$ cat src/rtl/bgr420_pkg.sv
// Shared types, constants and register codes of the BGR to YCbCr 4:2:0 converter.
package bgr420_pkg;

	localparam int DEFAULT_MAX_WIDTH = 2048;
	localparam int HEIGHT_LIMIT      = 4096;

	// Compare widths for the clamped line width and frame height.
	localparam int WCMP_W = 14;
	localparam int HCMP_W = 13;
	localparam int ROW_W  = 12;

	localparam int CFG_IDX_W  = 1;
	localparam int CFG_DATA_W = 13;
	localparam int LW_W       = 12;
	localparam int FH_W       = 13;

	localparam logic [LW_W-1:0] LINE_WIDTH_RESET   = 12'd320;
	localparam logic [FH_W-1:0] FRAME_HEIGHT_RESET = 13'd240;

	typedef enum logic [CFG_IDX_W-1:0] {
		REG_LINE_WIDTH   = 1'b0,
		REG_FRAME_HEIGHT = 1'b1
	} reg_idx_t;

	// Luma coefficients, 8-bit fixed point.
	localparam logic [15:0] Y_R      = 16'd66;
	localparam logic [15:0] Y_G      = 16'd129;
	localparam logic [15:0] Y_B      = 16'd25;
	localparam logic [7:0]  Y_OFFSET = 8'd16;

	// Chroma coefficients, 10-bit fixed point over 2x2 sums.
	localparam logic signed [7:0] CB_R = -8'sd38;
	localparam logic signed [7:0] CB_G = -8'sd74;
	localparam logic signed [7:0] CB_B = 8'sd112;
	localparam logic signed [7:0] CR_R = 8'sd112;
	localparam logic signed [7:0] CR_G = -8'sd94;
	localparam logic signed [7:0] CR_B = -8'sd18;

	localparam int CT_W = 19;
	// 128 << 10, so the offset and the floor division become one add and a shift.
	localparam logic signed [CT_W-1:0] CHROMA_BIAS = 19'sd131072;

	localparam int FIFO_DEPTH = 4;
	localparam int FIFO_PTR_W = 2;
	localparam int FIFO_CNT_W = 3;

	typedef struct packed {
		logic [7:0] red;
		logic [7:0] green;
		logic [7:0] blue;
	} rgb_t;

	typedef struct packed {
		logic [9:0] red;
		logic [9:0] green;
		logic [9:0] blue;
	} sums_t;

	typedef struct packed {
		logic chroma_valid;
		logic row_end;
	} flags_t;

	typedef struct packed {
		logic [7:0] luma;
		logic       chroma_valid;
		logic [7:0] chroma_blue;
		logic [7:0] chroma_red;
		logic       row_end;
	} result_t;

endpackage

$ cat src/rtl/bgr420_calc.sv
// Luma and chroma arithmetic over two pipeline stages.
module bgr420_calc (
	input  logic                  clk,
	input  logic                  arst_n,
	input  logic                  valid_s1,
	input  bgr420_pkg::rgb_t      rgb_s1,
	input  bgr420_pkg::sums_t     sums_s1,
	input  bgr420_pkg::flags_t    flags_s1,
	input  bgr420_pkg::sums_t     rdata,
	output logic                  valid_s2,
	output bgr420_pkg::result_t   result
);
	import bgr420_pkg::*;

	logic [15:0]            ysum;
	logic [10:0]            tr;
	logic [10:0]            tg;
	logic [10:0]            tb;
	logic signed [CT_W-1:0] tr_s;
	logic signed [CT_W-1:0] tg_s;
	logic signed [CT_W-1:0] tb_s;
	logic signed [CT_W-1:0] tcb;
	logic signed [CT_W-1:0] tcr;
	logic signed [CT_W-1:0] bcb;
	logic signed [CT_W-1:0] bcr;

	logic [7:0]             luma_s2;
	logic signed [CT_W-1:0] tcb_s2;
	logic signed [CT_W-1:0] tcr_s2;
	flags_t                 flags_s2;

	always_comb begin
		ysum = Y_R * 16'(rgb_s1.red) + Y_G * 16'(rgb_s1.green) + Y_B * 16'(rgb_s1.blue);
		tr   = 11'(sums_s1.red) + 11'(rdata.red);
		tg   = 11'(sums_s1.green) + 11'(rdata.green);
		tb   = 11'(sums_s1.blue) + 11'(rdata.blue);
		tr_s = $signed({8'b0, tr});
		tg_s = $signed({8'b0, tg});
		tb_s = $signed({8'b0, tb});
		tcb  = CB_R * tr_s + CB_G * tg_s + CB_B * tb_s;
		tcr  = CR_R * tr_s + CR_G * tg_s + CR_B * tb_s;
	end

	always_ff @(posedge clk or negedge arst_n) begin
		if (!arst_n) begin
			valid_s2 <= 1'b0;
		end else begin
			valid_s2 <= valid_s1;
		end
	end

	always_ff @(posedge clk) begin
		if (valid_s1) begin
			luma_s2  <= Y_OFFSET + ysum[15:8];
			tcb_s2   <= tcb;
			tcr_s2   <= tcr;
			flags_s2 <= flags_s1;
		end
	end

	// The biased value stays positive, so bits 17:10 give 128 plus the floored quotient.
	always_comb begin
		bcb                 = tcb_s2 + CHROMA_BIAS;
		bcr                 = tcr_s2 + CHROMA_BIAS;
		result.luma         = luma_s2;
		result.chroma_valid = flags_s2.chroma_valid;
		result.chroma_blue  = flags_s2.chroma_valid ? bcb[17:10] : 8'd0;
		result.chroma_red   = flags_s2.chroma_valid ? bcr[17:10] : 8'd0;
		result.row_end      = flags_s2.row_end;
	end

endmodule

$ cat config.mk
export PLATFORM = sky130hd
export DESIGN_NAME = bgr420_calc
export DESIGN_NICKNAME = d
export VERILOG_FILES = /design/src/rtl/bgr420_pkg.sv /design/src/rtl/bgr420_calc.sv
export SDC_FILE = /design/constraint.sdc
export NUM_CORES = 1
export LEC_CHECK = 0
export BUFFER_PORTS_ARGS = -buffer_cell sky130_fd_sc_hd__buf_2
export CAP_MARGIN = 20
export CORE_MARGIN = 3
export CORE_UTILIZATION = 55
export DETAILED_ROUTE_END_ITERATION = 8
export PLACE_DENSITY = 0.79
export SYNTH_ARGS = -nofsm -noshare
export SYNTH_HDL_FRONTEND = slang
export SYNTH_SLANG_ARGS = --single-unit
$ cat constraint.sdc
create_clock -name clk -period 1.21 [get_ports clk]
set_clock_uncertainty 0.2 [all_clocks]
set_input_delay 0.1815 -clock clk [delete_from_list [all_inputs] [get_ports clk]]
set_output_delay 0.1815 -clock clk [all_outputs]
set_load 0.01 [all_outputs]
==> flow_summary.json <==
{
  "die_area_um2": 23650,
  "vias": 12300,
  "final_nets": 2308,
  "post-route-min-period_ps": 7484,
  "vias_per_cell": 6.028,
  "cp.depth": 29,
  "grt_overflow_total": 0,
  "cts_root_buf": "clkbuf_16",
  "ant_nets": 0,
  "drtPass1Iterations": 5,
  "max_clock_freq_mhz": 133.6,
  "drtIter0Drc": 1033,
  "slew_headroom": 0.4567,
  "final_cell_mix": "buf_4, inv_1, ha_1",
  "clk_pin_slew_ps": 60,
  "seq_area_frac_synth": 0.06709,
  "drive_above_1_share": 0.4411,
  "cts_made_buffers": 3,
  "synth_top_flop_cell": "edfxtp_1",
  "required_ps": 1020,
  "postSynthAreaPerCell_um2": 9.361,
  "coreArea_um2": 21220,
  "synth_area_um2": 12010,
  "drv_slew": 0,
  "rows": 53,
  "area_growth_syn_to_layout_pct": 50.44,
  "synth_edf_count": 26,
  "dp_slack_ps": -5764,
  "fin_ws_ps": -6274,
  "insertedDiodeCount": 0,
  "grt_pass1_vias": 12770,
  "crit_buf_inv": 10,
  "tns_ps": -113960,
  "drc": 0,
  "status": "complete, but fails checks",
  "fillers": 900,
  "grt_use_total": 0.3094,
  "cts.sinks": 27,
  "critPathMostFrequentCell": "inv_1",
  "start_util": 0.5660,
  "rsz0062_at_grt": "true",
  "cts_tree": "built",
  "crit_family": "adder cells",
  "dp.cells": 1980,
  "wl_um": 47890,
  "synth_async_sr_flop_share": 0.03704,
  "antenna_found_initial": 0,
  "max_stage_delay_ps": 570,
  "cp_slowest_cell": "fa_1",
  "path_max_fanout": 5,
  "wl_per_cell_um": 23.46,
  "hold_class": "input port to asynchronous set/reset pin",
  "syn-num-nets": 1824,
  "synth_seq_cells": 27,
  "final_core_util": 0.8515,
  "cp-end-kind": "flip-flop",
  "cts_buffer_depth": 2,
  "cts_max_level": 1,
  "violations": "setup timing",
  "ios": 116,
  "grt_pass1_wl_um": 60040,
  "drv_cap": 0,
  "finalSetupViolCount": 43,
  "io_buffers": 115,
  "hpwl_um": 26340,
  "layout.cells.most_common": "buf_4",
  "syn_inst": 1283,
  "timing.final.crit_share": 6.185,
  "finalHoldViolations": 0,
  "fin_cells": 2041,
  "grt_start_max_net_pins": 28,
  "worst_slew_pin_slew_ps": 804.5,
  "yosys_warnings": 0,
  "die-height_um": 153.8,
  "place_congestion": 0.8758,
  "synth_cell_types": 55,
  "arrival_ps": 7290,
  "cp-start-kind": "input port",
  "die_w_um": 153.8,
  "worstSetupPathType": "input port to flip-flop"
}
final cells by class:
cell class,instances,area [um2],share of cell area
Multi-Input combinational cell,941,12000,0.6643
Timing Repair Buffer,480,3652,0.2021
Inverter,314,1185,0.06558
Sequential cell,27,805.8,0.04460
Tap cell,275,344.1,0.01904
Clock buffer,4,78.83,0.004363
sequential cells by signal (all words and copies together) (netlist names):
register  flops
luma_s2       8
tcb_s2        8
result        2
tcr_s2        8
valid_s2      1
worst paths after layout:
path,start,end
setup / recovery,rdata[14],tcb_s2[17]
hold / removal,arst_n,valid_s2
max in group asynchronous,arst_n,valid_s2
min in group clk,valid_s1,valid_s2
kinds of logic after synthesis:
| kind of cell | synth area share |
|---|---|
| AOI/OAI and AO/OA | 0.1162 |
| xor gates and xnor gates | 0.09741 |
| adders and majority gates | 0.5565 |
| buffers and inverters | 0.09845 |
| DFF | 0.06709 |
| muxes | 0.001250 |
| and+or+nand+nor | 0.06313 |
synthesized netlist by cell type, types with 2 or more instances:
cell | number | area, um2
o21bai_1 | 33 | 247.7
a21boi_0 | 5 | 37.54
nand2b_1 | 10 | 62.56
a31o_1 | 2 | 17.52
ha_1 | 315 | 3941
xnor2_1 | 86 | 753.2
a21o_2 | 3 | 26.28
a41o_1 | 3 | 30.03
nand3_1 | 10 | 50.05
nor2b_1 | 8 | 50.05
edfxtp_1 | 26 | 780.8
nor3_1 | 15 | 75.07
a31oi_1 | 4 | 25.02
a211o_1 | 2 | 17.52
xor2_1 | 38 | 332.8
nor2_1 | 47 | 176.4
or3_1 | 3 | 18.77
o41ai_1 | 5 | 43.79
a211oi_1 | 4 | 30.03
fa_1 | 137 | 2743
o211a_1 | 2 | 20.02
and2_1 | 18 | 112.6
nand2_1 | 26 | 97.59
o21a_1 | 4 | 30.03
a21oi_1 | 76 | 380.4
xnor3_1 | 3 | 67.56
o211ai_1 | 4 | 30.03
o21ai_0 | 23 | 115.1
inv_1 | 313 | 1175
a21oi_2 | 3 | 26.28
and3_1 | 4 | 25.02
a21o_1 | 27 | 202.7
and4_1 | 2 | 17.52
metrics by stage:
step	cell area, um2	hold slack [ps]
final	18070	47.06
after global routing	18070	55.95
after CTS	17160	18.82
after detailed placement	16130	-236.3
after global placement	16130	-243.8
after floorplan	12870	-314.1
layer usage:
layer | routed length [um] | global-route usage
met5 | 0 | 0
met4 | 5359 | 0.1661
met3 | 3723 | 0.03856
met2 | 23600 | 0.5995
met1 | 15210 | 0.3209
timing repair:
item                                    CTS  global route
pin swaps                               121            90
setup buffers                            38            24
resized for setup                       139           135
endpoints found under the hold margin     3             0
endpoints found under the setup margin   41            42
hold buffers                              3             0
cloned                                    1             0
Power is left out: the tool's default activity adds up to more than one toggle a clock period on the data nets, which glitch-free logic cannot reach.
