File: src/rtl/bgr420_pkg.sv
// Shared types, constants and register codes of the BGR to YCbCr 4:2:0 converter.
package bgr420_pkg;

	localparam int DEFAULT_MAX_WIDTH = 2048;
	localparam int HEIGHT_LIMIT      = 4096;

	// Compare widths for the clamped line width and frame height.
	localparam int WCMP_W = 14;
	localparam int HCMP_W = 13;
	localparam int ROW_W  = 12;

	localparam int CFG_IDX_W  = 1;
	localparam int CFG_DATA_W = 13;
	localparam int LW_W       = 12;
	localparam int FH_W       = 13;

	localparam logic [LW_W-1:0] LINE_WIDTH_RESET   = 12'd320;
	localparam logic [FH_W-1:0] FRAME_HEIGHT_RESET = 13'd240;

	typedef enum logic [CFG_IDX_W-1:0] {
		REG_LINE_WIDTH   = 1'b0,
		REG_FRAME_HEIGHT = 1'b1
	} reg_idx_t;

	// Luma coefficients, 8-bit fixed point.
	localparam logic [15:0] Y_R      = 16'd66;
	localparam logic [15:0] Y_G      = 16'd129;
	localparam logic [15:0] Y_B      = 16'd25;
	localparam logic [7:0]  Y_OFFSET = 8'd16;

	// Chroma coefficients, 10-bit fixed point over 2x2 sums.
	localparam logic signed [7:0] CB_R = -8'sd38;
	localparam logic signed [7:0] CB_G = -8'sd74;
	localparam logic signed [7:0] CB_B = 8'sd112;
	localparam logic signed [7:0] CR_R = 8'sd112;
	localparam logic signed [7:0] CR_G = -8'sd94;
	localparam logic signed [7:0] CR_B = -8'sd18;

	localparam int CT_W = 19;
	// 128 << 10, so the offset and the floor division become one add and a shift.
	localparam logic signed [CT_W-1:0] CHROMA_BIAS = 19'sd131072;

	localparam int FIFO_DEPTH = 4;
	localparam int FIFO_PTR_W = 2;
	localparam int FIFO_CNT_W = 3;

	typedef struct packed {
		logic [7:0] red;
		logic [7:0] green;
		logic [7:0] blue;
	} rgb_t;

	typedef struct packed {
		logic [9:0] red;
		logic [9:0] green;
		logic [9:0] blue;
	} sums_t;

	typedef struct packed {
		logic chroma_valid;
		logic row_end;
	} flags_t;

	typedef struct packed {
		logic [7:0] luma;
		logic       chroma_valid;
		logic [7:0] chroma_blue;
		logic [7:0] chroma_red;
		logic       row_end;
	} result_t;

endpackage

File: src/rtl/bgr420_out_fifo.sv
// Small output queue that absorbs results while the downstream side stalls.
module bgr420_out_fifo (
	input  logic                                  clk,
	input  logic                                  arst_n,
	input  logic                                  push,
	input  bgr420_pkg::result_t                   push_data,
	input  logic                                  pop,
	output logic                                  out_valid,
	output bgr420_pkg::result_t                   out_data,
	output logic [bgr420_pkg::FIFO_CNT_W-1:0]     count
);
	import bgr420_pkg::*;

	result_t               entry_q [FIFO_DEPTH];
	logic [FIFO_PTR_W-1:0] wr_ptr_q;
	logic [FIFO_PTR_W-1:0] rd_ptr_q;
	logic [FIFO_CNT_W-1:0] cnt_q;
	logic                  do_pop;

	assign out_valid = cnt_q != '0;
	assign out_data  = entry_q[rd_ptr_q];
	assign count     = cnt_q;
	assign do_pop    = pop & out_valid;

	always_ff @(posedge clk or negedge arst_n) begin
		if (!arst_n) begin
			wr_ptr_q <= '0;
			rd_ptr_q <= '0;
			cnt_q    <= '0;
		end else begin
			if (push) begin
				wr_ptr_q <= wr_ptr_q + FIFO_PTR_W'(1);
			end
			if (do_pop) begin
				rd_ptr_q <= rd_ptr_q + FIFO_PTR_W'(1);
			end
			case ({push, do_pop})
				2'b10:   cnt_q <= cnt_q + FIFO_CNT_W'(1);
				2'b01:   cnt_q <= cnt_q - FIFO_CNT_W'(1);
				default: cnt_q <= cnt_q;
			endcase
		end
	end

	always_ff @(posedge clk) begin
		if (push) begin
			entry_q[wr_ptr_q] <= push_data;
		end
	end

endmodule

File: config.mk
export PLATFORM = sky130hd
export DESIGN_NAME = bgr420_out_fifo
export DESIGN_NICKNAME = d
export VERILOG_FILES = /design/src/rtl/bgr420_pkg.sv /design/src/rtl/bgr420_out_fifo.sv
export SDC_FILE = /design/constraint.sdc
export NUM_CORES = 1
export LEC_CHECK = 0
export BUFFER_PORTS_ARGS = -buffer_cell sky130_fd_sc_hd__buf_2
export CAP_MARGIN = 20
export CORE_MARGIN = 2
export CORE_UTILIZATION = 35
export CTS_CLUSTER_DIAMETER = 200
export DETAILED_ROUTE_END_ITERATION = 8
export PLACE_DENSITY = 0.58
export SLEW_MARGIN = 20
export SYNTH_ARGS = -nofsm -noshare
export SYNTH_HDL_FRONTEND = slang
export SYNTH_SLANG_ARGS = --single-unit
File: constraint.sdc
create_clock -name clk -period 4.1 [get_ports clk]
set_clock_uncertainty 0.2 [all_clocks]
set_input_delay 1.23 -clock clk [delete_from_list [all_inputs] [get_ports clk]]
set_output_delay 1.23 -clock clk [all_outputs]
set_load 0.01 [all_outputs]
==> results_dict.tcl, run 1 <==
set metrics [dict create \
    antenna_cells 0 \
    netlist_area_um2 4200 \
    vdd_ir_drop_max_mv 0.303 \
    fin_crit_ns 3.25 \
    synth_area_per_cell_um2 24.4 \
    seq_power_share 0.476 \
    fin_total_pwr_mw 3.36 \
    ys_ff_latch 111 \
    grt_use_total 0.114 \
    final_cell_mix "104 x edfxtp_1, 59 x buf_2, 18 x mux4_2" \
    async_reset_ff_frac 0.0631 \
    cts.path.max_buffers 2 \
    cp-end-kind "output port" \
    clkPwrFrac 0.234 \
    rsz0062_at_grt "no" \
    avgViaCountPerCell 4.70 \
    drtPass1Iterations 4 \
    antenna_found_initial 0 \
    path_buf_inv 2 \
    dieArea_um2 12900 \
    ys_seq_area_frac 0.785 \
    fin_crit_sh 0.792 \
    setup_tns_ns 0 \
    slowest_stage "mux4_1" \
    arrival_ns 1.82 \
    post_drt_wl_per_cell_um 17.5 \
    hold_viol 0 \
    swShare 0.289 \
    crit_family "multiplexers" \
    final_area_um2 4930 \
    htree_levels 3 \
    place_area_um2 4660 \
    drv_slew 0 \
    yosys_warnings 0 \
    die_h_um 114 \
    p_comb_frac 0.291 \
    setup_violations 0 \
    critPathRequiredTime_ns 2.67 \
    tightestPinTransition_ns 0.766 \
    ys.flop_type "edfxtp_1" \
    synth_enable_flop_cells 104 \
    initial_core_util 0.354 \
    max_stage_delay_ns 0.57 \
    cts_hold_buf 0 \
    power_leakage_nw 1.74 \
    fillers 1058 \
    post_cts_resized 0 \
    fp.dieW_um 114 \
    num_rows 40 \
    area_growth_pct 17.4 \
    power.density_nw_per_um2 680 \
    internal_power_mw 2.39 \
    cts_setup_buffers 0 \
    r2r_setup_slack_ns 2.06 \
    finalHoldWorstSlack_ns 0.310 \
    portBuffers 59 \
    dp_hpwl_um 4090 \
    io_pins 60 \
    p_switching_mw 0.969 \
    holdCritPathClass "flop to flop" \
    via_count 1833 \
    drv_cap 0 \
    grt_pass1_vias 1971 \
    clkLatencyLatePin_ns 0.33 \
    cts_tree "done" \
    numClockSinks 111 \
    grt_max_degree 27 \
    drt_iter0_drc 72 \
    path_clk_slew_ns 0.07 \
    outcome "complete, no violations" \
    yosysUniqueCellTypes 19 \
    cp_max_fo 22 \
    grt_pass1_wl_um 10700 \
    cts_made_buffers 9 \
    core_area_um2 11900 \
    fmax_mhz 308 \
    ant_nets 0 \
    synthesis.nets 208 \
    path_class "flop to output port" \
    layout_commonest_cell "edfxtp_1" \
    synth_cells 172 \
    grt_overflow 0 \
    final_nets 274 \
    drive_above_1_share 0.403 \
    start_kind "flop" \
    place.gp.congestion 0.628 \
    slew_headroom 0.489 \
    cp_cell_sequence "buf_12, mux4_1, buf_2" \
    drc 0 \
    wl_um 6830 \
    cts-root-buf "clkbuf_16" \
]
==> final timing paths <==
path                            depth (start not counted)        start           to
max in group asynchronous                               1       arst_n  rd_ptr_q[0]
worst max register to register                          7     count[0]     count[2]
worst min register to register                          1     count[2]     count[2]
worst min-delay path                                    1     count[2]     count[2]
worst max-delay path                                    3  rd_ptr_q[0]  out_data[2]
min in group asynchronous                               1       arst_n  rd_ptr_q[0]
==> flip-flops by register name (all words and copies together) (netlist names) <==
register and cells:
count 3, rd_ptr_q 2, entry_q 104, wr_ptr_q 2
==> layer usage <==
layer	track usage	share of wire	up-vias
li1	-	-	846
met1	0.144	0.44	937
met2	0.190	0.51	43
met3	0.0303	0.044	7
met4	0.0463	0.014	0
met5	0	0	-
==> synth_stat cells (2+ instances only) <==
| master | count | area share |
|---|---|---|
| mux4_2 | 18 | 0.096 |
| nand2_1 | 2 | 0.0018 |
| and2_1 | 4 | 0.0060 |
| inv_1 | 6 | 0.0054 |
| dfrtp_1 | 7 | 0.042 |
| mux4_1 | 8 | 0.050 |
| ha_1 | 5 | 0.015 |
| xor2_1 | 4 | 0.0083 |
| buf_12 | 2 | 0.0095 |
| edfxtp_1 | 104 | 0.74 |
| xnor2_1 | 2 | 0.0042 |
| buf_2 | 3 | 0.0036 |
==> stage by stage <==
step	util	std cells	setup WS, ns
after global placement	0.393	374	1.17
after floorplan	-	172	1.45
after detailed placement	0.393	374	1.15
final	0.416	390	0.852
after CTS	0.416	390	0.784
after global routing	0.416	390	0.732
==> cell type report <==
cell class | count | area [µm²] | area share
Multi-Input combinational cell | 49 | 822 | 0.167
Inverter | 6 | 22.5 | 0.00456
Clock buffer | 10 | 229 | 0.0464
Sequential cell | 111 | 3300 | 0.669
Clock inverter | 6 | 42.5 | 0.00862
Timing Repair Buffer | 61 | 335 | 0.0680
Tap cell | 147 | 184 | 0.0373
==> power by group through the flow <==
stage | Sequential, mW | Combinational (mW) | Clock, mW
6_report | 1.60 | 0.976 | 0.784
4_1_cts | 1.61 | 1.01 | 0.809
5_1_grt | 1.62 | 1.08 | 0.853
3_5_place_dp | 1.63 | 1.01 | 0
3_3_place_gp | 1.62 | 1.00 | 0
2_1_floorplan | 1.57 | 0.715 | 0
==> kinds of logic after synthesis <==
group | Yosys count | synth area share
adder cells (fa/ha/maj) | 6 | 0.0196
AO/OA/AOI/OAI | 2 | 0.00327
flip-flops | 111 | 0.785
buffers and inverters | 12 | 0.0211
multiplexers | 27 | 0.149
AND/OR/NAND/NOR | 8 | 0.0101
XOR/XNOR | 6 | 0.0125
Power figures use the tool's default switching activity.
==> inputs of run 2 (changes only) <==
Clock period 4.1 ns to 3.21 ns, I/O delays scaled along.
==> run 2 against run 1 <==
  * Sequential cell count unchanged
  * Cell area increased by 2.2%
  * Clock power increased by 48%
==> results_dict.tcl, run 2 (synthesis gave the netlist of run 1 again) <==
set metrics [dict create \
    grt_pass1_wl_um 11300 \
    dp_hpwl_um 4600 \
    drc 0 \
    cts_made_buffers 9 \
    largest_reg_flops 104 \
    drv_slew 0 \
    outcome "complete, no violations" \
    post_cts_resized 0 \
    path_clk_slew_ns 0.07 \
    via_count 1917 \
    cts_setup_buffers 0 \
    drt_iter0_drc 82 \
    grt_max_degree 21 \
    cts_tree "done" \
    start_kind "flop" \
    holdCritPathClass "input pin to async pin" \
    fp.dieW_um 114 \
    numClockSinks 111 \
    hold_viol 0 \
    wl_um 7120 \
    post_drt_wl_per_cell_um 17.8 \
    num_rows 40 \
    power.density_nw_per_um2 892 \
    final_cell_mix "104 x edfxtp_1, 59 x buf_2, 18 x mux4_2" \
    layout_commonest_cell "edfxtp_1" \
    dieArea_um2 12900 \
    core_area_um2 11900 \
    avgViaCountPerCell 4.80 \
    place_area_um2 4720 \
    critPathRequiredTime_ns 2.05 \
    cts-root-buf "clkbuf_16" \
    grt_pass1_vias 2091 \
    fin_crit_sh 0.908 \
    cts.path.max_buffers 2 \
    die_h_um 114 \
    tightestPinTransition_ns 0.483 \
    fin_util 0.425 \
    cp-end-kind "output port" \
    drv_cap 0 \
    final_area_um2 5040 \
    initial_core_util 0.354 \
    grt_use_total 0.121 \
    final_nets 283 \
    place.gp.congestion 0.626 \
    largest_register "entry_q" \
    antenna_cells 0 \
    io_pins 60 \
    clkLatencyLatePin_ns 0.34 \
    setup_tns_ns 0 \
    cts_hold_buf 0 \
    slew_headroom 0.678 \
    drtPass1Iterations 4 \
    area_growth_pct 19.9 \
    grt_overflow 0 \
    power_leakage_nw 1.81 \
    post-place-ws_ns 0.631 \
    setup_slack_ns 0.295 \
    arrival_ns 1.75 \
    fin_crit_ns 2.91 \
    fmax_mhz 343 \
    htree_levels 3 \
    path_class "flop to output port" \
    rsz0062_at_grt "no" \
    vdd_ir_drop_max_mv 0.381 \
    ant_nets 0 \
    placed_cells 383 \
    setup_violations 0 \
    cp_max_fo 16 \
    portBuffers 59 \
    antenna_found_initial 0 \
    drive_above_1_share 0.433 \
    final_cells 399 \
]
==> run 2: layer usage <==
layer	vias up	wire, µm	global-route usage
li1	861	-	-
met5	-	0	0
met2	49	3450	0.198
met3	13	349	0.0367
met4	0	168	0.0553
met1	994	3150	0.151
==> run 2: layout make-up <==
cell class	count	area [µm²]
Tap cell	147	184
Clock buffer	9	225
Multi-Input combinational cell	49	822
Clock inverter	7	97.6
Inverter	6	22.5
Fill cell	1044	6820
Timing Repair Buffer	70	390
Sequential cell	111	3300
==> run 2: where the power goes <==
group	switching [mW]	total, mW	internal [mW]
clock	0.478	1.16	0.684
combinational	0.690	1.33	0.636
sequential	0.106	2.01	1.90
total	1.27	4.50	3.22
==> run 2: worst paths after layout <==
| path | cells past startpoint | start | slack, ns | to |
|---|---|---|---|---|
| setup / recovery | 3 | rd_ptr_q[0] | 0.30 | out_data[12] |
| hold / removal | 1 | arst_n | 0.24 | wr_ptr_q[1] |
| setup reg to reg | 7 | count[0] | 1.25 | count[2] |
| hold reg to reg | 1 | count[2] | 0.32 | count[2] |
| max in group asynchronous | 1 | arst_n | 2.39 | rd_ptr_q[0] |
| min in group clk | 1 | count[2] | 0.32 | count[2] |
==> run 2: critical path: stages, from the launching register on <==
cell and delay [ns]:
dfrtp_2 0.35, buf_4 0.31, mux4_2 0.57, buf_2 0.16
==> run 2: through the flow <==
step / hold WS (ns) / power, mW
3_3_place_gp: 0.315 / 3.39
4_1_cts: 0.233 / 4.58
2_1_floorplan: 0.294 / 2.92
5_1_grt: 0.240 / 4.74
6_report: 0.242 / 4.50
3_5_place_dp: 0.310 / 3.41
==> inputs of run 3 (changes only) <==
Settings changed: PLACE_DENSITY 0.58 to not set.
==> run 3 against run 2 <==
  * Non-clock buffer count did not move
  * Global-route usage fell by 0.060 points
  * Routed wire length increased by 2.2%
  * First-iteration DRC count decreased by 11%
  * Via count shrank 1.4%
  * Sequential power hardly changed
  * Clock power down 4%
  * Final cell count is the same
  * Worst setup slack worse by 0.0056 ns
  * Sequential cell count stayed put
  * Sequential share of layout area increased by 0.34 points
  * Critical path type unchanged
  * Largest cell class unchanged
  * Largest power group unchanged
==> results_dict.tcl, run 3 (synthesis gave the netlist of run 1 again) <==
set metrics [dict create \
    outcome "complete, no violations" \
    post_cts_resized 0 \
    fp.dieW_um 114 \
    tightestPinTransition_ns 0.420 \
    largest_reg_flops 104 \
    cts_setup_buffers 0 \
    cts_made_buffers 9 \
    cp-end-kind "output port" \
    grt_use_total 0.121 \
    io_pins 60 \
    drv_slew 0 \
    drt_iter0_drc 73 \
    initial_core_util 0.354 \
    cts.path.max_buffers 2 \
    fmax_mhz 342 \
    grt_pass1_wl_um 11200 \
    core_area_um2 11900 \
    hold_viol 0 \
    largest_register "entry_q" \
    seqCellArea_um2 3300 \
    vdd_ir_drop_max_mv 0.297 \
    final_nets 283 \
    cp_cell_sequence "buf_4, mux4_1, buf_2" \
    drtPass1Iterations 4 \
    setup_violations 0 \
    slowest_stage "mux4_1" \
    start_kind "flop" \
    place.gp.congestion 0.696 \
    fin_util 0.423 \
    ant_nets 0 \
    drc 0 \
    critPathRequiredTime_ns 2.05 \
    die_h_um 114 \
    cp_max_fo 14 \
    grt_overflow 0 \
    multi_input_comb_area_um2 822 \
    layout_commonest_cell "edfxtp_1" \
    arrival_ns 1.76 \
    numClockSinks 111 \
    r2r_setup_slack_ns 1.23 \
    dieArea_um2 12900 \
    antenna_cells 0 \
    antenna_found_initial 0 \
    cts_tree "done" \
    grt_max_degree 19 \
    power_leakage_nw 1.79 \
    power.density_nw_per_um2 883 \
    dp_hpwl_um 4620 \
    portBuffers 59 \
    holdCritPathClass "input pin to async pin" \
    avgViaCountPerCell 4.74 \
    path_clk_slew_ns 0.07 \
    drive_above_1_share 0.425 \
    setup_tns_ns 0 \
    cts-root-buf "clkbuf_16" \
    via_count 1891 \
    clkLatencyLatePin_ns 0.34 \
    post_drt_wl_per_cell_um 18.2 \
    drv_cap 0 \
    rsz0062_at_grt "no" \
    fin_crit_ns 2.92 \
    cts_hold_buf 0 \
    crit_family "multiplexers" \
    max_stage_delay_ns 0.61 \
    final_cell_mix "104 x edfxtp_1, 59 x buf_2, 18 x mux4_2" \
    area_growth_pct 19.3 \
    htree_levels 3 \
    wl_um 7280 \
    num_rows 40 \
    post-place-ws_ns 0.606 \
    path_class "flop to output port" \
    fin_crit_sh 0.910 \
    setup_slack_ns 0.290 \
    path_buf_inv 2 \
    grt_pass1_vias 2076 \
    slew_headroom 0.720 \
    fillers 1034 \
]
run 3: final cells by class:
| class | count | area share |
|---|---|---|
| clock buffers | 10 | 0.0457 |
| clock inverters | 6 | 0.0135 |
| inverters | 6 | 0.00449 |
| multi-input cells | 49 | 0.164 |
| flip-flops and latches | 111 | 0.658 |
| well taps | 147 | 0.0367 |
| repair buffers | 70 | 0.0778 |
run 3: per-stage QoR:
| step | total power, mW | hold slack (ns) | cells | cell area, µm² |
|---|---|---|---|---|
| 2_1_floorplan | 2.92 | 0.294 | 172 | 4200 |
| 3_3_place_gp | 3.38 | 0.309 | 383 | 4720 |
| 3_5_place_dp | 3.40 | 0.310 | 383 | 4720 |
| 4_1_cts | 4.51 | 0.231 | 399 | 5010 |
| 5_1_grt | 4.67 | 0.236 | 399 | 5010 |
| 6_report | 4.43 | 0.242 | 399 | 5010 |
run 3: worst paths after layout:
path	startpoint	end	cells after the start
max in group asynchronous	arst_n	rd_ptr_q[0]	1
hold / removal	arst_n	count[1]	1
min in group clk	count[2]	count[2]	1
setup reg to reg	count[0]	count[2]	7
hold reg to reg	count[2]	count[2]	1
setup / recovery	rd_ptr_q[0]	out_data[6]	3
run 3: report_power, final:
| part | internal, mW | switching (mW) | total, mW | leakage (nW) |
|---|---|---|---|---|
| Clock | 0.610 | 0.497 | 1.11 | 0.141 |
| Combinational | 0.635 | 0.702 | 1.34 | 0.616 |
| Sequential | 1.90 | 0.0845 | 1.99 | 1.04 |
| Total | 3.15 | 1.28 | 4.43 | 1.79 |
run 3: routing by layer:
layer  wire, µm  vias to the layer above  part of all wire  global-route usage
met2       3530                       46              0.49               0.186
met1       3230                      968              0.44               0.155
met3        360                       12             0.049              0.0351
li1           -                      865                 -                   -
met5          0                        -                 0                   0
met4        156                        0             0.021              0.0659
