## config.mk

```make
export PLATFORM = sky130hd
export DESIGN_NAME = bgr420_ctrl
export DESIGN_NICKNAME = d
export VERILOG_FILES = /design/src/rtl/bgr420_pkg.sv /design/src/rtl/bgr420_ctrl.sv
export SDC_FILE = /design/constraint.sdc
export NUM_CORES = 1
export LEC_CHECK = 0
export BUFFER_PORTS_ARGS = -buffer_cell sky130_fd_sc_hd__buf_2
export CAP_MARGIN = 20
export CORE_AREA = 2 2 112 114
export CTS_CLUSTER_DIAMETER = 150
export DETAILED_ROUTE_END_ITERATION = 12
export DIE_AREA = 0 0 114 116
export GPL_TIMING_DRIVEN = 0
export PLACE_DENSITY_LB_ADDON = 0.25
export SLEW_MARGIN = 20
export SYNTH_ARGS = -nofsm -noshare
export SYNTH_HDL_FRONTEND = slang
export SYNTH_SLANG_ARGS = --single-unit
```

## constraint.sdc

```tcl
create_clock -name clk -period 8 [get_ports clk]
set_input_delay 0.8 -clock clk [delete_from_list [all_inputs] [get_ports clk]]
set_output_delay 0.8 -clock clk [all_outputs]
set_load 0.005 [all_outputs]
```

## src/rtl/bgr420_pkg.sv

```systemverilog
// Shared types, constants and register codes of the BGR to YCbCr 4:2:0 converter.
package bgr420_pkg;

	localparam int DEFAULT_MAX_WIDTH = 2048;
	localparam int HEIGHT_LIMIT      = 4096;

	// Compare widths for the clamped line width and frame height.
	localparam int WCMP_W = 14;
	localparam int HCMP_W = 13;
	localparam int ROW_W  = 12;

	localparam int CFG_IDX_W  = 1;
	localparam int CFG_DATA_W = 13;
	localparam int LW_W       = 12;
	localparam int FH_W       = 13;

	localparam logic [LW_W-1:0] LINE_WIDTH_RESET   = 12'd320;
	localparam logic [FH_W-1:0] FRAME_HEIGHT_RESET = 13'd240;

	typedef enum logic [CFG_IDX_W-1:0] {
		REG_LINE_WIDTH   = 1'b0,
		REG_FRAME_HEIGHT = 1'b1
	} reg_idx_t;

	// Luma coefficients, 8-bit fixed point.
	localparam logic [15:0] Y_R      = 16'd66;
	localparam logic [15:0] Y_G      = 16'd129;
	localparam logic [15:0] Y_B      = 16'd25;
	localparam logic [7:0]  Y_OFFSET = 8'd16;

	// Chroma coefficients, 10-bit fixed point over 2x2 sums.
	localparam logic signed [7:0] CB_R = -8'sd38;
	localparam logic signed [7:0] CB_G = -8'sd74;
	localparam logic signed [7:0] CB_B = 8'sd112;
	localparam logic signed [7:0] CR_R = 8'sd112;
	localparam logic signed [7:0] CR_G = -8'sd94;
	localparam logic signed [7:0] CR_B = -8'sd18;

	localparam int CT_W = 19;
	// 128 << 10, so the offset and the floor division become one add and a shift.
	localparam logic signed [CT_W-1:0] CHROMA_BIAS = 19'sd131072;

	localparam int FIFO_DEPTH = 4;
	localparam int FIFO_PTR_W = 2;
	localparam int FIFO_CNT_W = 3;

	typedef struct packed {
		logic [7:0] red;
		logic [7:0] green;
		logic [7:0] blue;
	} rgb_t;

	typedef struct packed {
		logic [9:0] red;
		logic [9:0] green;
		logic [9:0] blue;
	} sums_t;

	typedef struct packed {
		logic chroma_valid;
		logic row_end;
	} flags_t;

	typedef struct packed {
		logic [7:0] luma;
		logic       chroma_valid;
		logic [7:0] chroma_blue;
		logic [7:0] chroma_red;
		logic       row_end;
	} result_t;

endpackage

```

## src/rtl/bgr420_ctrl.sv

```systemverilog
// Configuration registers, column and row counters, pair sums and line store access.
module bgr420_ctrl #(
	parameter int MAX_WIDTH = bgr420_pkg::DEFAULT_MAX_WIDTH,
	parameter int CW        = 11,
	parameter int AW        = 10
) (
	input  logic                           clk,
	input  logic                           arst_n,
	input  logic                           cfg_wr_en,
	input  logic [bgr420_pkg::CFG_IDX_W-1:0]  cfg_index,
	input  logic [bgr420_pkg::CFG_DATA_W-1:0] cfg_data,
	input  logic                           acc,
	input  bgr420_pkg::rgb_t               pix,
	output logic                           mem_we,
	output logic                           mem_re,
	output logic [AW-1:0]                  mem_addr,
	output bgr420_pkg::sums_t              mem_wdata,
	output logic                           valid_s1,
	output bgr420_pkg::rgb_t               rgb_s1,
	output bgr420_pkg::sums_t              sums_s1,
	output bgr420_pkg::flags_t             flags_s1
);
	import bgr420_pkg::*;

	logic [LW_W-1:0]   line_width_q;
	logic [FH_W-1:0]   frame_height_q;
	logic [CW-1:0]     col_q;
	logic [ROW_W-1:0]  row_q;
	rgb_t              held_q;

	logic [WCMP_W-1:0] lw_ext;
	logic [WCMP_W-1:0] weff;
	logic [HCMP_W-1:0] heff;
	logic              col_end;
	logic              row_wrap;
	flags_t            flags;

	always_ff @(posedge clk or negedge arst_n) begin
		if (!arst_n) begin
			line_width_q   <= LINE_WIDTH_RESET;
			frame_height_q <= FRAME_HEIGHT_RESET;
		end else if (cfg_wr_en) begin
			case (reg_idx_t'(cfg_index))
				REG_LINE_WIDTH:   line_width_q   <= cfg_data[LW_W-1:0];
				REG_FRAME_HEIGHT: frame_height_q <= cfg_data[FH_W-1:0];
				default: ;
			endcase
		end
	end

	always_comb begin
		lw_ext = WCMP_W'(line_width_q);
		if (lw_ext == '0) begin
			weff = WCMP_W'(1);
		end else if (lw_ext > WCMP_W'(MAX_WIDTH)) begin
			weff = WCMP_W'(MAX_WIDTH);
		end else begin
			weff = lw_ext;
		end
		if (frame_height_q == '0) begin
			heff = HCMP_W'(1);
		end else if (frame_height_q > HCMP_W'(HEIGHT_LIMIT)) begin
			heff = HCMP_W'(HEIGHT_LIMIT);
		end else begin
			heff = frame_height_q;
		end
		col_end  = (WCMP_W'(col_q) + WCMP_W'(1)) >= weff;
		row_wrap = (HCMP_W'(row_q) + HCMP_W'(1)) >= heff;
	end

	// Odd columns close a pair: even rows store its sum, odd rows fetch the stored one.
	always_comb begin
		mem_wdata.red   = 10'(held_q.red) + 10'(pix.red);
		mem_wdata.green = 10'(held_q.green) + 10'(pix.green);
		mem_wdata.blue  = 10'(held_q.blue) + 10'(pix.blue);
		mem_addr        = col_q[CW-1:1];
		mem_we          = acc & col_q[0] & ~row_q[0];
		mem_re          = acc & col_q[0] & row_q[0];
		flags.chroma_valid = col_q[0] & row_q[0];
		flags.row_end      = col_end;
	end

	always_ff @(posedge clk or negedge arst_n) begin
		if (!arst_n) begin
			col_q    <= '0;
			row_q    <= '0;
			held_q   <= '0;
			valid_s1 <= 1'b0;
		end else begin
			valid_s1 <= acc;
			if (acc) begin
				if (!col_q[0]) begin
					held_q <= pix;
				end
				if (col_end) begin
					col_q <= '0;
					row_q <= row_wrap ? '0 : row_q + ROW_W'(1);
				end else begin
					col_q <= col_q + CW'(1);
				end
			end
		end
	end

	always_ff @(posedge clk) begin
		if (acc) begin
			rgb_s1   <= pix;
			sums_s1  <= mem_wdata;
			flags_s1 <= flags;
		end
	end

endmodule

```

==> impl_metrics.toml, run 1 <==
[route]
vias_per_cell = 5.35
first_pass_iters = 4
drtAntennaViolNets = 0
post_drt_wl_per_cell_um = 15.6
drc = 0
num_vias = 4635
drt_iter0_markers = 272
wl_mm = 13.5

[timing]
max_freq_mhz = 295
period_share_pct = 42.4
worst_pin_slew_ns = 0.697
tns_ns = 0
final_hold_viol_count = 0
slew_violations = 0
fin_skew_ns = 0.00829
period_minus_slack_ns = 3.40
rsz0062_at_grt = "no"
setup_viol = 0
relSlewSlack_pct = 53.5

[cells_and_area]
final_core_util_pct = 67.8
multi_input_area_um2 = 2810
nets = 802
seq_area_um2 = 3430
drive_gt1_share_pct = 34.8
fill_cells = 874
diodes = 0
syn2layout_area_growth_pct = 23.7

[job]
maxCapViolCount = 0

[synthesis]
ys_seq_area_share_pct = 52.5
synth-main-ff-cell = "dfrtp_1"
synth_area_um2 = 6530
synthCells = 547
muxShareOfSynthArea_pct = 8.09
yosys.area_share.xor_xnor_pct = 4.95
synth_adder_area_share_pct = 10.7
synth.ff_latch_count = 126
synth_top_family_by_area = "adder cells"
synth-simple-area-share_pct = 9.70
synth_cell_types = 50
yosys_warnings = 0
syn_area_per_cell_um2 = 11.9
synth_compound_area_share_pct = 9.30
synthArstFlopShare_pct = 57.9
synth_edf_count = 53

[cts]
htree_levels = 4
cts_made_buffers = 17
clk_latency_ns = 0.42
cts_resized = 0
postCtsSetupBuffers = 0
cts_tree = "yes"
holdBufCountCts = 0
clock_path_buffers = 2
cts.sinks = 126
root_buffer = "clkbuf_16"
clk_pin_slew_ns = 0.05

[floorplan]
die_y_um = 116
io_pins = 141
core_area_um2 = 11900
start_util_pct = 54.8
num_rows = 40
die_w_um = 114
die_area_um2 = 13200

[worst_setup_path]
cp_num_buf_inv = 3
end_kind = "output port"
slowest_delay_ns = 0.42
crit_slowest_cell = "fa_1"
crit_arrival_ns = 2.60
rr_worst_depth = 11
crit_required_ns = 7.20
cp-start-kind = "primary input"
worstReg2RegStart = "col_q[0]"
critPathTopFamily = "adder cells"
worstPathMaxFanout = 3
rrSetupSlack_ns = 5.02
r2r-end = "row_q[10]"
crit_path_cell_trace = "buf_2 > ha_1 > inv_1 > fa_1 > nor2b_1 > o21ai_0 > nand2b_1 > a21o_1 > a21oi_1 > o21ai_0 > buf_2"
path_class = "in -> out"

[global_route]
grt_max_degree = 56
overflow = 0
grt_antenna_before_repair = 0
grt_pass1_vias = 4537
grt_pass1_wl_mm = 21.8
grt_util_all_layers_pct = 21.3
busiest_layer = "met2"
met3_usage_pct = 5.33
gr-usage-met1_pct = 25.9
use_met2_pct = 36.5

[pwr]
ir_drop_mv = 0.143
p_per_area_nw_per_um2 = 358
leakagePower_nw = 3.76

[worst_hold_path]
hp-class = "in -> async"

[placement]
dp_hpwl_mm = 9.94
finalWeightedCongestion = 0.800
port_buffers = 134

[outcome]
status = "finished, final reports clean"
worst max-delay path by stage:
stage,end,start,slack (ns),depth (start not counted)
after floorplan,mem_wdata[18],pix[8],5.13,9
after CTS,mem_we,acc,4.41,6
after global placement,mem_we,acc,4.48,6
after global routing,mem_wdata[8],pix[0],4.44,11
after detailed placement,mem_we,acc,4.41,6
final,mem_wdata[18],pix[8],4.60,11
cells in the mapped netlist (all sizes together), types with 5 or more instances:
cell type | count | share of area (%)
xnor2 | 31 | 4.3
dfrtp | 67 | 26
ha | 51 | 9.8
a21oi | 19 | 1.5
a22o | 6 | 0.81
edfxtp | 53 | 24
xor2 | 5 | 0.67
nor2 | 26 | 1.6
nor2b | 6 | 0.58
o21bai | 6 | 0.75
clkbuf | 6 | 0.36
mux2 | 46 | 7.9
inv | 29 | 1.7
a21o | 11 | 1.3
nand3 | 20 | 1.8
nand2 | 58 | 3.3
and3 | 9 | 0.86
o21ai | 29 | 2.5
buf | 25 | 2.7
dfstp | 6 | 2.4
area by class of cell:
cell class,instances,share of cell area [%]
sequential,126,42.4
buffer,31,2.45
clock buffer,21,5.58
timing repair buffer,135,8.71
inverter,29,1.35
clock inverter,11,2.36
tap,147,2.28
multi-input combinational,366,34.8
per-stage QoR:
stage | worst slack, ns | instance area, µm² | hold slack, ns | total power [mW] | cells
2_1_floorplan | 5.13 | 6540 | 0.480 | 1.67 | 552
3_3_place_gp | 4.48 | 7400 | 0.493 | 2.02 | 833
3_5_place_dp | 4.41 | 7430 | 0.501 | 2.06 | 834
4_1_cts | 4.41 | 8070 | 0.288 | 2.91 | 866
5_1_grt | 4.44 | 8070 | 0.299 | 3.08 | 866
6_report | 4.60 | 8070 | 0.287 | 2.89 | 866
power breakdown:
group	switching, mW	total [mW]	internal, mW
sequential	0.102	0.997	0.895
clock	0.276	0.835	0.559
combinational	0.545	1.06	0.513
total	0.923	2.89	1.97
logic make-up (layout without fill, tap and decap cells):
kind of cell | Yosys count | count (layout)
other | 1 | 6
XOR/XNOR | 36 | 36
AO/OA/AOI/OAI | 87 | 87
multiplexers | 47 | 47
AND/OR/NAND/NOR | 136 | 136
adder cells (fa/ha/maj) | 54 | 54
flip-flops | 126 | 126
buffers and inverters | 60 | 227
per-layer routing:
layer / wire length (µm) / up-vias / share of wire [%]
met3: 783 / 16 / 5.8
met4: 166 / 0 / 1.2
met1: 5770 / 2225 / 43
met5: 0 / - / 0
li1: - / 2242 / -
met2: 6780 / 152 / 50
cells in the final DEF, fill, tap and decap left out, types with 4 or more instances in the layout:
master     count
nor2b_1        6
o21bai_1       5
dfstp_2        6
buf_4         20
nand3_1       17
dfrtp_1       67
nor4_1         4
edfxtp_1      53
xnor2_1       30
mux2_2        46
buf_2        136
clkbuf_1       8
o21ai_1       12
nand2_1       58
bufinv_16      5
ha_1          51
inv_1         29
clkbuf_16     17
a21o_1        11
nor2_1        25
xor2_1         5
a21oi_1       19
conb_1         6
a22o_1         6
and3_1         9
a31oi_1        4
nor3_1         4
o21ai_0       15
sequential cells by signal, indices dropped and copies added, names as in the netlist:
register and count:
col_q 11, flags_s1 2, frame_height_q 13, held_q 24, line_width_q 12, rgb_s1 24, row_q 12, sums_s1 27
valid_s1 1
Note: power is estimated with default switching activity, not from simulation.
==> run 2: changes to the inputs <==
--- a/config.mk
+++ b/config.mk
@@ -5,12 +5,13 @@
 export SDC_FILE = /design/constraint.sdc
 export NUM_CORES = 1
 export LEC_CHECK = 0
+export ABC_AREA = 1
 export BUFFER_PORTS_ARGS = -buffer_cell sky130_fd_sc_hd__buf_2
 export CAP_MARGIN = 20
-export CORE_AREA = 2 2 112 114
+export CORE_AREA = 2 2 120 122
 export CTS_CLUSTER_DIAMETER = 150
 export DETAILED_ROUTE_END_ITERATION = 12
-export DIE_AREA = 0 0 114 116
+export DIE_AREA = 0 0 122 124
 export GPL_TIMING_DRIVEN = 0
 export PLACE_DENSITY_LB_ADDON = 0.25
 export SLEW_MARGIN = 20
==> constraint.sdc (replaced) <==
create_clock -name clk -period 2.8 [get_ports clk]
set_input_delay 0.28 -clock clk [delete_from_list [all_inputs] [get_ports clk]]
set_output_delay 0.28 -clock clk [all_outputs]
set_load 0.005 [all_outputs]
==> run 2 against run 1 <==
Net effect:
- hold slack got worse by 0.22 ns
- highest routed layer unchanged
- combinational power increased to 2.7 times the previous value
- clock power increased to 2.6 times the previous value
- first-iteration DRC count decreased by 9.2%
==> impl_metrics.toml, run 2 <==
[cells_and_area]
seq_area_um2 = 3430
reg_top3 = "sums_s1 (27), held_q (24), rgb_s1 (24)"
largest_reg_flops = 27
syn2layout_area_growth_pct = 23.3
final_cells = 1069
nets = 972
diodes = 0
final_common_cell = "nand2_1"
final_core_util_pct = 61.1
mostFrequentLayoutCells = "202 x nand2_1, 135 x buf_2, 84 x inv_1"
multi_input_area_um2 = 2910
regMostFlops = "sums_s1"
fill_cells = 1175
drive_gt1_share_pct = 27.8
fin_area_um2 = 8390

[timing]
slew_violations = 0
relSlewSlack_pct = 55.4
setup_viol = 0
period_minus_slack_ns = 2.62
worst_pin_slew_ns = 0.669
max_freq_mhz = 382
rsz0062_at_grt = "yes"
tns_ns = 0
final_hold_viol_count = 0
finalHoldWorstSlack_ns = 0.0703
fin_skew_ns = 0.00619
period_share_pct = 93.5

[cts]
cts_made_buffers = 17
clock_path_buffers = 2
htree_levels = 4
clk_latency_ns = 0.42
root_buffer = "clkbuf_16"
cts_tree = "yes"
clk_pin_slew_ns = 0.06
cts.sinks = 126

[floorplan]
num_rows = 43
die_y_um = 124
io_pins = 141
die_w_um = 122
die_area_um2 = 15100
start_util_pct = 49.6
core_area_um2 = 13700

[synthesis]
synthArstFlopShare_pct = 57.9
synth.ff_latch_count = 126
yosysMostFrequentCell = "nand2_1"
synth.largest_area_cell = "dfrtp_1"
ys_seq_area_share_pct = 50.3
synth_edf_count = 53
yosys.area.top_type_share_pct = 24.6
synthTopCellsByCount = "203 x nand2_1, 84 x inv_1, 67 x dfrtp_1"
synth_area_um2 = 6800
synth_cell_types = 40
synthTopCellsByArea = "dfrtp_1 25%, edfxtp_1 23%, nand2_1 11%"
synth-main-ff-cell = "dfrtp_1"
syn_area_per_cell_um2 = 9.52
yosys_warnings = 0
synthCells = 715

[worst_hold_path]
min_to = "rgb_s1[9]"
min_from = "pix[9]"
hp-class = "in -> reg"
hold_path_depth = 1

[route]
post_drt_wl_per_cell_um = 12.8
vias_per_cell = 4.75
first_pass_iters = 5
wl_mm = 13.7
drt_iter0_markers = 247
drc = 0
drtAntennaViolNets = 0
num_vias = 5081

[pwr]
power_frac_seq_pct = 35.6
p_clk_share_pct = 28.1
pwr-share-comb_pct = 36.2
p_sw_mw = 2.59
ir_drop_mv = 0.559
intPower_mw = 5.23
p_per_area_nw_per_um2 = 932
p_sw_share_pct = 33.2
leakagePower_nw = 4.27

[worst_setup_path]
crit_required_ns = 2.52
end_kind = "output port"
crit_arrival_ns = 2.34
path_class = "reg -> out"
r2r-end = "row_q[2]"
cp-start-kind = "register"
worstReg2RegStart = "col_q[0]"
rr_worst_depth = 16
worstPathMaxFanout = 2
rrSetupSlack_ns = 0.23

[placement]
dp_hpwl_mm = 10.4
port_buffers = 134
placedCellCount = 1035
finalWeightedCongestion = 0.813
dpl_cell_area_um2 = 7740

[job]
maxCapViolCount = 0

[global_route]
grt_util_all_layers_pct = 18.8
grt_max_degree = 56
overflow = 0
met3_usage_pct = 4.53
gr-usage-met1_pct = 24.1
grt_antenna_before_repair = 0
grt_pass1_vias = 4634
grt_pass1_wl_mm = 21.9
use_met2_pct = 31.1
busiest_layer = "met2"

[outcome]
status = "finished, final reports clean"
run 2: cell count changes in the layout (fill, tap and decap cells not counted), sizes merged, moves of 6 or more:
cell and delta:
and3 -8, nor2b -6, nor2 +26, nand2 +152, o21ai +7, mux2 -25, a21o -9, xnor2 -22
a22o -6, inv +60, xor2 +15
run 2: how the worst max path moves through the flow:
| stage | from | endpoint | slack [ns] | depth (start not counted) |
|---|---|---|---|---|
| 2_1_floorplan | col_q[0] | row_q[5] | 0.50 | 16 |
| 3_3_place_gp | col_q[0] | row_q[1] | 0.18 | 16 |
| 3_5_place_dp | col_q[0] | row_q[2] | 0.17 | 16 |
| 4_1_cts | held_q[8] | mem_wdata[18] | 0.15 | 9 |
| 5_1_grt | col_q[0] | row_q[5] | -0.003 | 16 |
| 6_report | held_q[8] | mem_wdata[18] | 0.18 | 9 |
run 2: layer usage:
layer / share of wire, % / wire length [µm] / vias to the layer above
li1: - / - / 2630
met1: 46 / 6300 / 2296
met2: 47 / 6430 / 140
met3: 5.6 / 771 / 15
met4: 1.4 / 187 / 0
met5: 0 / 0 / -
run 2: per-stage QoR:
step | total power, mW | setup slack (ns)
floorplan | 4.58 | 0.502
global placement | 5.58 | 0.175
detailed placement | 5.65 | 0.174
CTS | 7.88 | 0.153
global route | 8.42 | -0.00337
finish | 7.82 | 0.181
run 2: what timing repair did:
action                                  CTS  global route
setup buffers                             0             1
endpoints found under the setup margin    0            18
hold buffers                              1             0
endpoints found under the hold margin    26             0
gates resized for setup                   0             7
run 2: worst max-delay path: stages, from the launching register on:
cell	delay [ns]
dfrtp_1	0.36
ha_1	0.17
inv_1	0.06
fa_1	0.42
o21ai_0	0.34
a21oi_1	0.16
o21ai_0	0.17
nand2_1	0.06
nand2_1	0.07
buf_2	0.11
run 2: cell families after synthesis:
group	after synthesis	share of synthesized area, %
mux	21	3.48
compound gates	67	5.20
flops	126	50.3
buf+inv	115	7.61
fa+ha+maj	54	10.3
xor+xnor	29	3.73
simple gates	302	19.3
other cells	1	0.0551
run 2: area by class of cell:
class                      count  area share [%]
buffer                        27            2.24
clock buffer                  18            5.12
clock inverter                14            2.00
inverter                      88            3.94
multi-input combinational    479            34.7
sequential                   126            40.9
tap                          180            2.68
timing repair buffer         137            8.50
run 2: power groups by stage:
stage | logic (mW) | clock network [mW] | registers (mW)
after global routing | 3.25 | 2.33 | 2.84
after floorplan | 1.79 | 0 | 2.79
after detailed placement | 2.83 | 0 | 2.82
after CTS | 2.85 | 2.25 | 2.79
final | 2.83 | 2.20 | 2.79
after global placement | 2.78 | 0 | 2.80
==> run 3: changes to the inputs <==
--- a/config.mk
+++ b/config.mk
@@ -8,10 +8,12 @@
 export ABC_AREA = 1
 export BUFFER_PORTS_ARGS = -buffer_cell sky130_fd_sc_hd__buf_2
 export CAP_MARGIN = 20
-export CORE_AREA = 2 2 120 122
+export CELL_PAD_IN_SITES_DETAIL_PLACEMENT = 1
+export CELL_PAD_IN_SITES_GLOBAL_PLACEMENT = 2
+export CORE_AREA = 2 2 152 154
 export CTS_CLUSTER_DIAMETER = 150
 export DETAILED_ROUTE_END_ITERATION = 12
-export DIE_AREA = 0 0 122 124
+export DIE_AREA = 0 0 154 156
 export GPL_TIMING_DRIVEN = 0
 export PLACE_DENSITY_LB_ADDON = 0.25
 export SLEW_MARGIN = 20
==> run 3 against run 2 <==
Net effect:
- critical path depth increased by 3
- maximum frequency decreased by 0.36%
- wire length increased by 26%
- via count increased by 3.4%
- non-clock buffer count increased by 5
- sequential power about the same
- worst setup slack got worse by 0.0095 ns
- die area increased by 59%
- utilization decreased by 23 points
- flip-flop and latch count unchanged
==> impl_metrics.toml, run 3 (synthesis gave the netlist of run 2 again) <==
[timing]
tns_ns = 0
worst_pin_slew_ns = 0.702
final_hold_viol_count = 0
postLayoutSetupSlackWorst_ns = 0.172
rsz0062_at_grt = "no"
finalHoldWorstSlack_ns = 0.0663
relSlewSlack_pct = 53.2
max_freq_mhz = 381
setup_viol = 0
period_share_pct = 93.9
slew_violations = 0
period_minus_slack_ns = 2.63
fin_skew_ns = 0.00642

[worst_setup_path]
worstReg2RegStart = "col_q[1]"
worstPathMaxFanout = 2
crit_required_ns = 2.52
cp-start-kind = "register"
end_kind = "output port"
crit_arrival_ns = 2.35
critPathLaunch = "held_q[0]"
path_class = "reg -> out"

[pwr]
total_power_mw = 8.10
p_clk_share_pct = 28.5
p_per_area_nw_per_um2 = 939
ir_drop_mv = 0.398
power_frac_seq_pct = 34.4
pwr-share-comb_pct = 37.1
leakagePower_nw = 4.32
intPower_mw = 5.29
p_sw_share_pct = 34.7
p_sw_mw = 2.81

[cells_and_area]
nets = 977
multi_input_area_um2 = 2950
fin_area_um2 = 8630
final_cells = 1179
seq_area_um2 = 3430
mostFrequentLayoutCells = "201 x nand2_1, 134 x buf_2, 84 x inv_1"
final_common_cell = "nand2_1"
syn2layout_area_growth_pct = 26.8
reg_top3 = "sums_s1 (27), held_q (24), rgb_s1 (24)"
drive_gt1_share_pct = 29.1
diodes = 0
final_core_util_pct = 38.6
largest_reg_flops = 27
regMostFlops = "sums_s1"
fill_cells = 2600

[placement]
dpl_cell_area_um2 = 7880
finalWeightedCongestion = 0.748
dp_hpwl_mm = 13.4
dp_slack_ns = 0.0651
placedCellCount = 1140
port_buffers = 134

[floorplan]
core_area_um2 = 22400
die_area_um2 = 24000
num_rows = 55
die_w_um = 154
start_util_pct = 30.4
io_pins = 141
die_y_um = 156

[cts]
cts_tree = "yes"
cts.sinks = 126
clk_pin_slew_ns = 0.06
clk_latency_ns = 0.42
root_buffer = "clkbuf_16"
htree_levels = 4
clock_path_buffers = 2
cts_made_buffers = 17

[route]
wl_mm = 17.2
first_pass_iters = 4
drt_iter0_markers = 102
num_vias = 5254
drtAntennaViolNets = 0
drc = 0
post_drt_wl_per_cell_um = 14.6
vias_per_cell = 4.46

[global_route]
grt_antenna_before_repair = 1
busiest_layer = "met2"
met3_usage_pct = 3.53
overflow = 0
grt_pass1_wl_mm = 28.5
grt_max_degree = 56
gr-usage-met1_pct = 18.9
use_met2_pct = 25.5
grt_util_all_layers_pct = 15.0
grt_pass1_vias = 5568

[worst_hold_path]
min_from = "pix[6]"
hp-class = "in -> reg"

[outcome]
status = "finished, final reports clean"

[job]
maxCapViolCount = 0
## run 3: metal layers
layer / vias up / wire length (µm)
met3: 21 / 831
li1: 2623 / -
met1: 2486 / 8090
met5: - / 0
met4: 0 / 217
met2: 124 / 8090
## run 3: timing repair
item | in CTS | in global routing
setup endpoints to repair | 0 | 21
hold buffers | 1 | 0
hold endpoints to repair | 23 | 0
setup buffers | 0 | 6
resized for setup | 0 | 20
## run 3: final timing paths
kind                                     end  slack [ns]  depth (start not counted)
worst min register to register    held_q[16]        0.51                          1
worst max register to register      row_q[7]        0.26                         16
worst max-delay path            mem_wdata[8]        0.17                         12
min in group asynchronous           row_q[4]        0.34                          2
worst min-delay path               rgb_s1[6]        0.07                          1
max in group asynchronous           col_q[0]        1.88                          3
## run 3: area by class of cell
type,instances,area share [%]
Sequential cell,126,39.7
Multi-Input combinational cell,479,34.2
Timing Repair Buffer,142,8.79
Clock buffer,18,4.97
Tap cell,285,4.13
Inverter,88,3.83
Buffer,27,2.25
Clock inverter,14,2.13
## run 3: power groups by stage
stage	Combinational, mW	Clock [mW]	Sequential [mW]
final	3.01	2.31	2.79
after global routing	3.44	2.43	2.85
after CTS	3.00	2.36	2.80
after detailed placement	2.99	0	2.83
after global placement	2.92	0	2.80
after floorplan	1.79	0	2.79
## run 3: critical path, stage by stage, from the launching register on
cell and delay, ns:
dfrtp_1 0.34, ha_1 0.17, inv_1 0.06, fa_1 0.40, nand3b_1 0.19, nand2_1 0.11
nand2_1 0.06, nand2_1 0.05, nand2_1 0.04, nand2_1 0.10, nand2_1 0.07, a21oi_1 0.18
buf_2 0.15
